**src/design/mbre_pkg.sv**
```systemverilog
`default_nettype none
package mbre_pkg;
  localparam int unsigned NUM_MAT = 4;
  localparam int unsigned WORD_BITS = 14;
  localparam int unsigned NUM_REGS = 7;
  localparam logic [1:0] MAT_SAND = 2'd0;
  localparam logic [1:0] MAT_WATER = 2'd1;
  localparam logic [1:0] MAT_GAS = 2'd2;
  localparam logic [1:0] MAT_FIRE = 2'd3;
  localparam logic [2:0] REG_WOOD = 3'd0;
  localparam logic [2:0] REG_SAND = 3'd1;
  localparam logic [2:0] REG_WATER = 3'd2;
  localparam logic [2:0] REG_GAS = 3'd3;
  localparam logic [2:0] REG_FIRE = 3'd4;
  localparam logic [2:0] REG_DESTROY = 3'd5;
  localparam logic [2:0] REG_CHANCE = 3'd6;
  localparam logic CMD_WRITE = 1'b0;
  localparam logic CMD_BLOCK = 1'b1;
  localparam logic [1:0] PICK_ALT = 2'd1;
endpackage
`default_nettype wire

```
**src/design/mbre_rule_cell.sv**
```systemverilog
`default_nettype none
// One rule slot of one material pass: tries its rule on the block passing by
// and hands the block, and whether a rule already fired, to the next cell.
module mbre_rule_cell #(
  parameter int unsigned CELL_BITS = 4
) (
  input  wire logic                      clk,
  input  wire logic                      we,
  input  wire logic [13:0]               wdata,
  input  wire logic                      in_vld,
  input  wire logic                      in_act,
  input  wire logic                      in_done,
  input  wire logic [4*CELL_BITS-1:0]    in_blk,
  input  wire logic [CELL_BITS-1:0]      mat,
  input  wire logic                      destroy,
  input  wire logic                      want_alt,
  input  wire logic                      rst,
  output logic                           out_vld,
  output logic                           out_act,
  output logic                           out_done,
  output logic [4*CELL_BITS-1:0]         out_blk,
  output logic [13:0]                    rule
);
  import mbre_pkg::*;
  logic [3:0] tp;
  logic ok;
  logic [4*CELL_BITS-1:0] res;
  logic [CELL_BITS-1:0] c;
  logic [CELL_BITS-1:0] rv;

  always_ff @(posedge clk) begin
    if (rst) rule <= '0;
    else if (we) rule <= wdata;
  end

  always_comb begin
    tp = (want_alt && rule[13]) ? rule[11:8] : rule[7:4];
    ok = rule[12];
    res = in_blk;
    rv = '0;
    for (int j = 0; j < 4; j++) begin
      c = in_blk[j*CELL_BITS +: CELL_BITS];
      rv = rule[j] ? mat : '0;
      if (!destroy) begin
        if (c != rv) ok = 1'b0;
        res[j*CELL_BITS +: CELL_BITS] = tp[j] ? mat : '0;
      end else if (rv == '0 && c != mat) begin
        if (c == '0 || c == CELL_BITS'(1))
          res[j*CELL_BITS +: CELL_BITS] = tp[j] ? mat : '0;
      end else if (rv == mat && c == mat) begin
        res[j*CELL_BITS +: CELL_BITS] = tp[j] ? mat : '0;
      end else begin
        ok = 1'b0;
      end
    end
  end

  always_ff @(posedge clk) begin
    if (rst) out_vld <= 1'b0;
    else out_vld <= in_vld;
    out_act <= in_act;
    if (in_act && !in_done && ok) begin
      out_done <= 1'b1;
      out_blk <= res;
    end else begin
      out_done <= in_done;
      out_blk <= in_blk;
    end
  end
endmodule
`default_nettype wire

```
**src/design/mbre_pass.sv**
```systemverilog
`default_nettype none
// One material pass: presence check at entry, then a chain of rule cells.
module mbre_pass #(
  parameter int unsigned CELL_BITS = 4,
  parameter int unsigned RULES = 8
) (
  input  wire logic                   clk,
  input  wire logic                   rst,
  input  wire logic [RULES-1:0]       we,
  input  wire logic [13:0]            wdata,
  input  wire logic                   in_vld,
  input  wire logic                   in_en,
  input  wire logic [4*CELL_BITS-1:0] in_blk,
  input  wire logic [CELL_BITS-1:0]   mat,
  input  wire logic                   destroy,
  input  wire logic                   want_alt,
  output logic                        out_vld,
  output logic [4*CELL_BITS-1:0]      out_blk,
  output logic [RULES*14-1:0]         rules
);
  import mbre_pkg::*;
  logic [RULES:0] v, a, d;
  logic [4*CELL_BITS-1:0] b [RULES+1];
  logic pres;

  always_comb begin
    pres = 1'b0;
    for (int j = 0; j < 4; j++)
      if (in_blk[j*CELL_BITS +: CELL_BITS] == mat) pres = 1'b1;
  end
  assign v[0] = in_vld;
  assign a[0] = in_en && pres;
  assign d[0] = 1'b0;
  assign b[0] = in_blk;

  for (genvar i = 0; i < RULES; i++) begin : g_cell
    mbre_rule_cell #(.CELL_BITS(CELL_BITS)) u_cell (
      .clk(clk), .rst(rst), .we(we[i]), .wdata(wdata),
      .in_vld(v[i]), .in_act(a[i]), .in_done(d[i]), .in_blk(b[i]),
      .mat(mat), .destroy(destroy), .want_alt(want_alt),
      .out_vld(v[i+1]), .out_act(a[i+1]), .out_done(d[i+1]), .out_blk(b[i+1]),
      .rule(rules[i*14 +: 14])
    );
  end
  assign out_vld = v[RULES];
  assign out_blk = b[RULES];
endmodule
`default_nettype wire

```
**src/design/margolus_block_rule_engine_core.sv**
```systemverilog
`default_nettype none
// Margolus block rule engine: updates one 2x2 block of a falling-sand grid.
// Input channel (in_valid/in_stall): command 1 carries a block plus three
// random picks; command 0 carries a rule_word for rule_slot and gives no
// result. Output channel (out_valid/out_stall) returns the updated block.
// Config channel (cfg_valid/cfg_ready, cfg_index, cfg_data) sets the material
// ids and masks; write only while the engine is idle.
// The block flows through five passes (fire-first, sand, water, gas, fire),
// each a chain of RULES_PER_MATERIAL rule cells, one cell per cycle, and
// then into the output register. One item is in flight at a time: the next
// item is taken once the previous result has been transferred.
// Reset clears every rule to invalid and loads the register defaults. While
// out_stall is high a pending result holds in the output register; no new
// item is taken while a result is pending.
module margolus_block_rule_engine_core #(
  parameter int unsigned CELL_BITS = 4,
  parameter int unsigned RULES_PER_MATERIAL = 8
) (
  input  wire logic                 clk,
  input  wire logic                 rst,
  input  wire logic                 in_valid,
  output logic                      in_stall,
  input  wire logic                 command,
  input  wire logic [CELL_BITS-1:0] cell_ul,
  input  wire logic [CELL_BITS-1:0] cell_ur,
  input  wire logic [CELL_BITS-1:0] cell_ll,
  input  wire logic [CELL_BITS-1:0] cell_lr,
  input  wire logic [1:0]           pick_fire_first,
  input  wire logic [1:0]           pick_gas,
  input  wire logic [1:0]           pick_fire_last,
  input  wire logic [4:0]           rule_slot,
  input  wire logic [13:0]          rule_word,
  input  wire logic                 cfg_valid,
  output logic                      cfg_ready,
  input  wire logic [2:0]           cfg_index,
  input  wire logic [3:0]           cfg_data,
  output logic                      out_valid,
  input  wire logic                 out_stall,
  output logic [3:0]                new_ul,
  output logic [3:0]                new_ur,
  output logic [3:0]                new_ll,
  output logic [3:0]                new_lr
);
  import mbre_pkg::*;
  localparam int unsigned R = RULES_PER_MATERIAL;
  localparam int unsigned DEPTH = NUM_MAT * R;
  localparam int unsigned CB = 4 * CELL_BITS;

  logic [3:0] wood_id, sand_id, water_id, gas_id, fire_id, destroyer_mask, chance_mask;
  logic busy;
  logic [1:0] pff, pg, pfl;
  logic [CB-1:0] blk0, b1, b2, b3, b4, b5;
  logic v1, v2, v3, v4, v5;
  logic [R*14-1:0] r_ff, r_sand, r_water, r_gas, r_fire;
  logic [R-1:0] we_sand, we_water, we_gas, we_fire;
  logic take, blk_take, wr_take, wood_p, fire_p, skip, act0, pass_en;
  logic [CELL_BITS-1:0] fid, sid, wid, gid, wdid;

  assign fid = CELL_BITS'(fire_id);
  assign sid = CELL_BITS'(sand_id);
  assign wid = CELL_BITS'(water_id);
  assign gid = CELL_BITS'(gas_id);
  assign wdid = CELL_BITS'(wood_id);

  assign in_stall = busy || out_valid;
  assign cfg_ready = 1'b1;
  assign take = in_valid && !in_stall;
  assign blk_take = take && command == CMD_BLOCK;
  assign wr_take = take && command == CMD_WRITE && 32'(rule_slot) < DEPTH;

  always_comb begin
    for (int i = 0; i < R; i++) begin
      we_sand[i] = wr_take && 32'(rule_slot) == 32'(MAT_SAND) * R + i;
      we_water[i] = wr_take && 32'(rule_slot) == 32'(MAT_WATER) * R + i;
      we_gas[i] = wr_take && 32'(rule_slot) == 32'(MAT_GAS) * R + i;
      we_fire[i] = wr_take && 32'(rule_slot) == 32'(MAT_FIRE) * R + i;
    end
  end

  always_ff @(posedge clk) begin
    if (rst) begin
      wood_id <= 4'd1; sand_id <= 4'd2; water_id <= 4'd3; gas_id <= 4'd4;
      fire_id <= 4'd5; destroyer_mask <= 4'd0; chance_mask <= 4'd12;
    end else if (cfg_valid) begin
      case (cfg_index)
        REG_WOOD: wood_id <= cfg_data;
        REG_SAND: sand_id <= cfg_data;
        REG_WATER: water_id <= cfg_data;
        REG_GAS: gas_id <= cfg_data;
        REG_FIRE: fire_id <= cfg_data;
        REG_DESTROY: destroyer_mask <= cfg_data;
        REG_CHANCE: chance_mask <= cfg_data;
        default: ;
      endcase
    end
  end

  assign blk0 = {cell_lr, cell_ll, cell_ur, cell_ul};
  always_comb begin
    wood_p = 1'b0; fire_p = 1'b0;
    for (int j = 0; j < 4; j++) begin
      if (blk0[j*CELL_BITS +: CELL_BITS] == wdid) wood_p = 1'b1;
      if (blk0[j*CELL_BITS +: CELL_BITS] == fid) fire_p = 1'b1;
    end
  end
  // mixed block only; wood without fire leaves the block alone
  assign act0 = !(cell_ul == '0 && cell_ur == '0 && cell_ll == '0 && cell_lr == '0)
             && !(cell_ul != '0 && cell_ur != '0 && cell_ll != '0 && cell_lr != '0);
  assign skip = wood_p && !fire_p;

  logic en_r;
  always_ff @(posedge clk) begin
    if (rst) busy <= 1'b0;
    else if (blk_take) busy <= 1'b1;
    else if (v5) busy <= 1'b0;
    if (blk_take) begin
      pff <= pick_fire_first;
      pg <= pick_gas;
      pfl <= pick_fire_last;
      en_r <= act0 && !skip;
    end
  end
  assign pass_en = en_r;

  // fire-first pass runs only with wood present; fire chain shares the table
  // first cell sees the pick on the port, later cells the held copy
  mbre_pass #(.CELL_BITS(CELL_BITS), .RULES(R)) u_ff (
    .clk(clk), .rst(rst), .we(we_fire), .wdata(rule_word),
    .in_vld(blk_take), .in_en(act0 && wood_p), .in_blk(blk0), .mat(fid),
    .destroy(chance_mask[MAT_FIRE] && destroyer_mask[MAT_FIRE]),
    .want_alt(chance_mask[MAT_FIRE] && (blk_take ? pick_fire_first : pff) == PICK_ALT),
    .out_vld(v1), .out_blk(b1), .rules(r_ff));
  mbre_pass #(.CELL_BITS(CELL_BITS), .RULES(R)) u_sand (
    .clk(clk), .rst(rst), .we(we_sand), .wdata(rule_word),
    .in_vld(v1), .in_en(pass_en), .in_blk(b1), .mat(sid),
    .destroy(chance_mask[MAT_SAND] && destroyer_mask[MAT_SAND]),
    .want_alt(1'b0), .out_vld(v2), .out_blk(b2), .rules(r_sand));
  mbre_pass #(.CELL_BITS(CELL_BITS), .RULES(R)) u_water (
    .clk(clk), .rst(rst), .we(we_water), .wdata(rule_word),
    .in_vld(v2), .in_en(pass_en), .in_blk(b2), .mat(wid),
    .destroy(chance_mask[MAT_WATER] && destroyer_mask[MAT_WATER]),
    .want_alt(1'b0), .out_vld(v3), .out_blk(b3), .rules(r_water));
  mbre_pass #(.CELL_BITS(CELL_BITS), .RULES(R)) u_gas (
    .clk(clk), .rst(rst), .we(we_gas), .wdata(rule_word),
    .in_vld(v3), .in_en(pass_en), .in_blk(b3), .mat(gid),
    .destroy(chance_mask[MAT_GAS] && destroyer_mask[MAT_GAS]),
    .want_alt(chance_mask[MAT_GAS] && pg == PICK_ALT),
    .out_vld(v4), .out_blk(b4), .rules(r_gas));
  mbre_pass #(.CELL_BITS(CELL_BITS), .RULES(R)) u_fire (
    .clk(clk), .rst(rst), .we(we_fire), .wdata(rule_word),
    .in_vld(v4), .in_en(pass_en), .in_blk(b4), .mat(fid),
    .destroy(chance_mask[MAT_FIRE] && destroyer_mask[MAT_FIRE]),
    .want_alt(chance_mask[MAT_FIRE] && pfl == PICK_ALT),
    .out_vld(v5), .out_blk(b5), .rules(r_fire));

  always_ff @(posedge clk) begin
    if (rst) out_valid <= 1'b0;
    else if (v5) out_valid <= 1'b1;
    else if (!out_stall) out_valid <= 1'b0;
    if (v5) begin
      new_ul <= 4'(b5[0 +: CELL_BITS]);
      new_ur <= 4'(b5[CELL_BITS +: CELL_BITS]);
      new_ll <= 4'(b5[2*CELL_BITS +: CELL_BITS]);
      new_lr <= 4'(b5[3*CELL_BITS +: CELL_BITS]);
    end
  end

  assert property (@(posedge clk) disable iff (rst) r_ff == r_fire)
    else $error("fire rule copies differ");
  assert property (@(posedge clk) disable iff (rst) v5 |-> busy && !out_valid)
    else $error("result arrived with no item in flight");
  assert property (@(posedge clk) disable iff (rst) blk_take |=> busy)
    else $error("busy not set after block accepted");
endmodule
`default_nettype wire
```
**config.mk**
```make
export PLATFORM = sky130hd
export DESIGN_NAME = margolus_block_rule_engine_core
export DESIGN_NICKNAME = d
export VERILOG_FILES = /design/src/design/mbre_pkg.sv /design/src/design/mbre_rule_cell.sv /design/src/design/mbre_pass.sv /design/src/design/margolus_block_rule_engine_core.sv
export SDC_FILE = /design/constraint.sdc
export NUM_CORES = 2
export LEC_CHECK = 0
export BUFFER_PORTS_ARGS = -buffer_cell sky130_fd_sc_hd__buf_2
export CAP_MARGIN = 10
export CORE_UTILIZATION = 43
export CTS_BUF_LIST = sky130_fd_sc_hd__clkbuf_8 sky130_fd_sc_hd__clkbuf_16
export DETAILED_ROUTE_END_ITERATION = 10
export PLACE_DENSITY = 0.67
export SETUP_SLACK_MARGIN = 0.02
export SYNTH_ARGS = -nofsm -noshare
export SYNTH_HDL_FRONTEND = slang
export SYNTH_HIERARCHICAL = 1
export SYNTH_SLANG_ARGS = --single-unit
```
**constraint.sdc**
```tcl
create_clock -name clk -period 7.4 [get_ports clk]
set_input_delay 1.48 -clock clk [delete_from_list [all_inputs] [get_ports clk]]
set_output_delay 1.48 -clock clk [all_outputs]
set_load 0.02 [all_outputs]
```
==> flow_metrics.env <==
export IMPL_dr_pass1_iters=9
export IMPL_violations="DRC"
export IMPL_start_kind="register"
export IMPL_gp_congestion=0.8894
export IMPL_cts_setup_buffers=0
export IMPL_die_y_um=436.8
export IMPL_path_buf_inv=1
export IMPL_top_layer_used="met5"
export IMPL_gr_total_overflow=0
export IMPL_arrival_ps=4570
export IMPL_dpl_instance_area_um2=82630
export IMPL_layoutNonFillerInstCount=11140
export IMPL_final_area_um2=88070
export IMPL_grt_max_degree=195
export IMPL_fin_crit_ps=3860
export IMPL_ys_warn_count=6
export IMPL_grt_pass1_wl_mm=371.4
export IMPL_slowest_delay_ps=760
export IMPL_netlist_area_um2=81280
export IMPL_dieArea_um2=190800
export IMPL_rows=159
export IMPL_die_w_um=436.8
export IMPL_clk_latency_ps=790
export IMPL_worst_clock_skew_ps=26.25
export IMPL_slew_viol_final=0
export IMPL_post_place_cells=10840
export IMPL_via_per_inst=6.026
export IMPL_antenna_found_initial=18
export IMPL_post_place_ws_ps=2963
export IMPL_ios=73
export IMPL_met3WireLength_mm=14.22
export IMPL_dpl_hpwl_mm=151.4
export IMPL_start_util_pct=43.28
export IMPL_first_global_vias=64470
export IMPL_wire_per_inst_um=21.44
export IMPL_end_kind="register"
export IMPL_status="finished, violations left"
export IMPL_grt_use_total_pct=23.82
export IMPL_setup_viol=0
export IMPL_p_per_area_nw_per_um2=199.1
export IMPL_setup_ws_ps=3540
export IMPL_drc=6
export IMPL_dr_total_vias=67100
export IMPL_path_delay_family="compound AO/OA/AOI/OAI gates"
export IMPL_p_leak_nw=30.57
export IMPL_crit_fanout=42
export IMPL_cts_buffers=152
export IMPL_numPortBuffers=71
export IMPL_final_core_util_pct=46.90
export IMPL_wl_met1_mm=107.7
export IMPL_critPathSlowestCell="dfxtp_4"
export IMPL_peakVddDrop_mv=0.1988
export IMPL_fin_crit_sh_pct=52.16
export IMPL_syn_to_final_growth_pct=8.352
export IMPL_fin_tns_setup_ps=0
export IMPL_clk_pin_slew_ps=60
export IMPL_cts_hold_buf=0
export IMPL_min_path_type="register to register"
export IMPL_worstPathCellList="buf_4 > xor2_1 > nor4_1 > o41a_1 > and3b_1 > o21ai_0 > a2111oi_2 > nand4_2 > o211ai_2 > a21boi_4 > mux2i_1"
export IMPL_ant_nets=0
export IMPL_tightest_slew_ps=1239
export IMPL_dr_wl_met2_mm=109.3
export IMPL_fmax_mhz=259.1
export IMPL_required_ps=8110
export IMPL_cts_num_sinks=1363
export IMPL_maxCapViolations=0
export IMPL_cts_tree="yes"
export IMPL_cts_max_level=4
export IMPL_final_hold_viol_count=0
export IMPL_coreArea_um2=187800
export IMPL_cts_resized_gates=0
export IMPL_final_nets=8555
export IMPL_drive_above_1_share_pct=14.37
export IMPL_critical_path_class="register to register"
export IMPL_drt_iter0_markers=6458
export IMPL_routed_wl_mm=238.7
export IMPL_root_buffer="clkbuf_16"
export IMPL_avgSynthCellArea_um2=9.321
export IMPL_maxSlewHeadroom_pct=17.20
export IMPL_cts_buffer_depth=3
export IMPL_netlist_instances=8720
export IMPL_rsz0062_at_grt="false"
-- final timing paths --
check / from / endpoint / slack (ps) / depth (start not counted)
setup / recovery: fid[0]$_SDFFE_PP1P_ / u_ff/g_cell[0].u_cell/out_blk[4]$_DFF_P_ / 3540 / 11
hold / removal: u_gas/g_cell[2].u_cell/out_act$_DFF_P_ / u_gas/g_cell[3].u_cell/out_act$_DFF_P_ / 350 / 0
setup reg to reg: fid[0]$_SDFFE_PP1P_ / u_ff/g_cell[0].u_cell/out_blk[4]$_DFF_P_ / 3540 / 11
hold reg to reg: u_gas/g_cell[2].u_cell/out_act$_DFF_P_ / u_gas/g_cell[3].u_cell/out_act$_DFF_P_ / 350 / 0
-- final cells by class --
class	instances	area (um^2)
antenna	9	22.52
clock buffer	188	4400
clock inverter	96	1017
fill	17550	99730
inverter	364	1366
multi-input combinational	6476	49560
sequential	1363	27560
tap	2495	3122
timing repair buffer	144	1026
-- metrics by stage --
step | hold slack [ps] | power, mW
after floorplan | 323.6 | 9.065
final | 353.6 | 17.54
after CTS | 354.8 | 17.62
after global routing | 357.3 | 18.10
after detailed placement | 335.2 | 9.587
after global placement | 332.3 | 9.550
-- placed cells by master, fill, tap and decap left out, drive strengths merged, types with 86 or more instances in the layout --
cell / n
dfxtp: 1342
nor2: 900
mux2i: 736
xnor2: 536
nand2: 495
xor2: 456
a32o: 400
inv: 399
o21ai: 360
nor2b: 249
clkbuf: 188
nand4: 166
o31ai: 160
nor4: 149
buf: 144
nand2b: 124
nand3: 123
nor3: 122
or4: 121
a21boi: 121
mux2: 120
o211ai: 120
a21oi: 86
-- routing by layer --
layer | global-route usage (%) | vias up
li1 | - | 31180
met5 | 0 | -
met4 | 8.888 | 4
met1 | 32.45 | 33020
met2 | 38.22 | 2475
met3 | 3.118 | 418
-- power by group --
part | switching, mW | internal (mW)
clock network | 3.18 | 4.88
logic | 0.853 | 0.592
registers | 0.444 | 7.59
total | 4.47 | 13.1
-- state kept, by name, summed over array words and instances (netlist names), 8 cells and up --
name                           flops
u_ff/g_cell.u_cell/out_blk       128
u_ff/g_cell.u_cell/out_vld         8
u_ff/g_cell.u_cell/rule          112
u_fire/g_cell.u_cell/out_blk     128
u_fire/g_cell.u_cell/out_vld       8
u_fire/g_cell.u_cell/rule        112
u_gas/g_cell.u_cell/out_blk      128
u_gas/g_cell.u_cell/out_vld        8
u_gas/g_cell.u_cell/rule         112
u_sand/g_cell.u_cell/out_blk     128
u_sand/g_cell.u_cell/out_vld       8
u_sand/g_cell.u_cell/rule        112
u_water/g_cell.u_cell/out_blk    128
u_water/g_cell.u_cell/out_vld      8
u_water/g_cell.u_cell/rule       112
No activity file was read; power rests on OpenSTA's default activity.
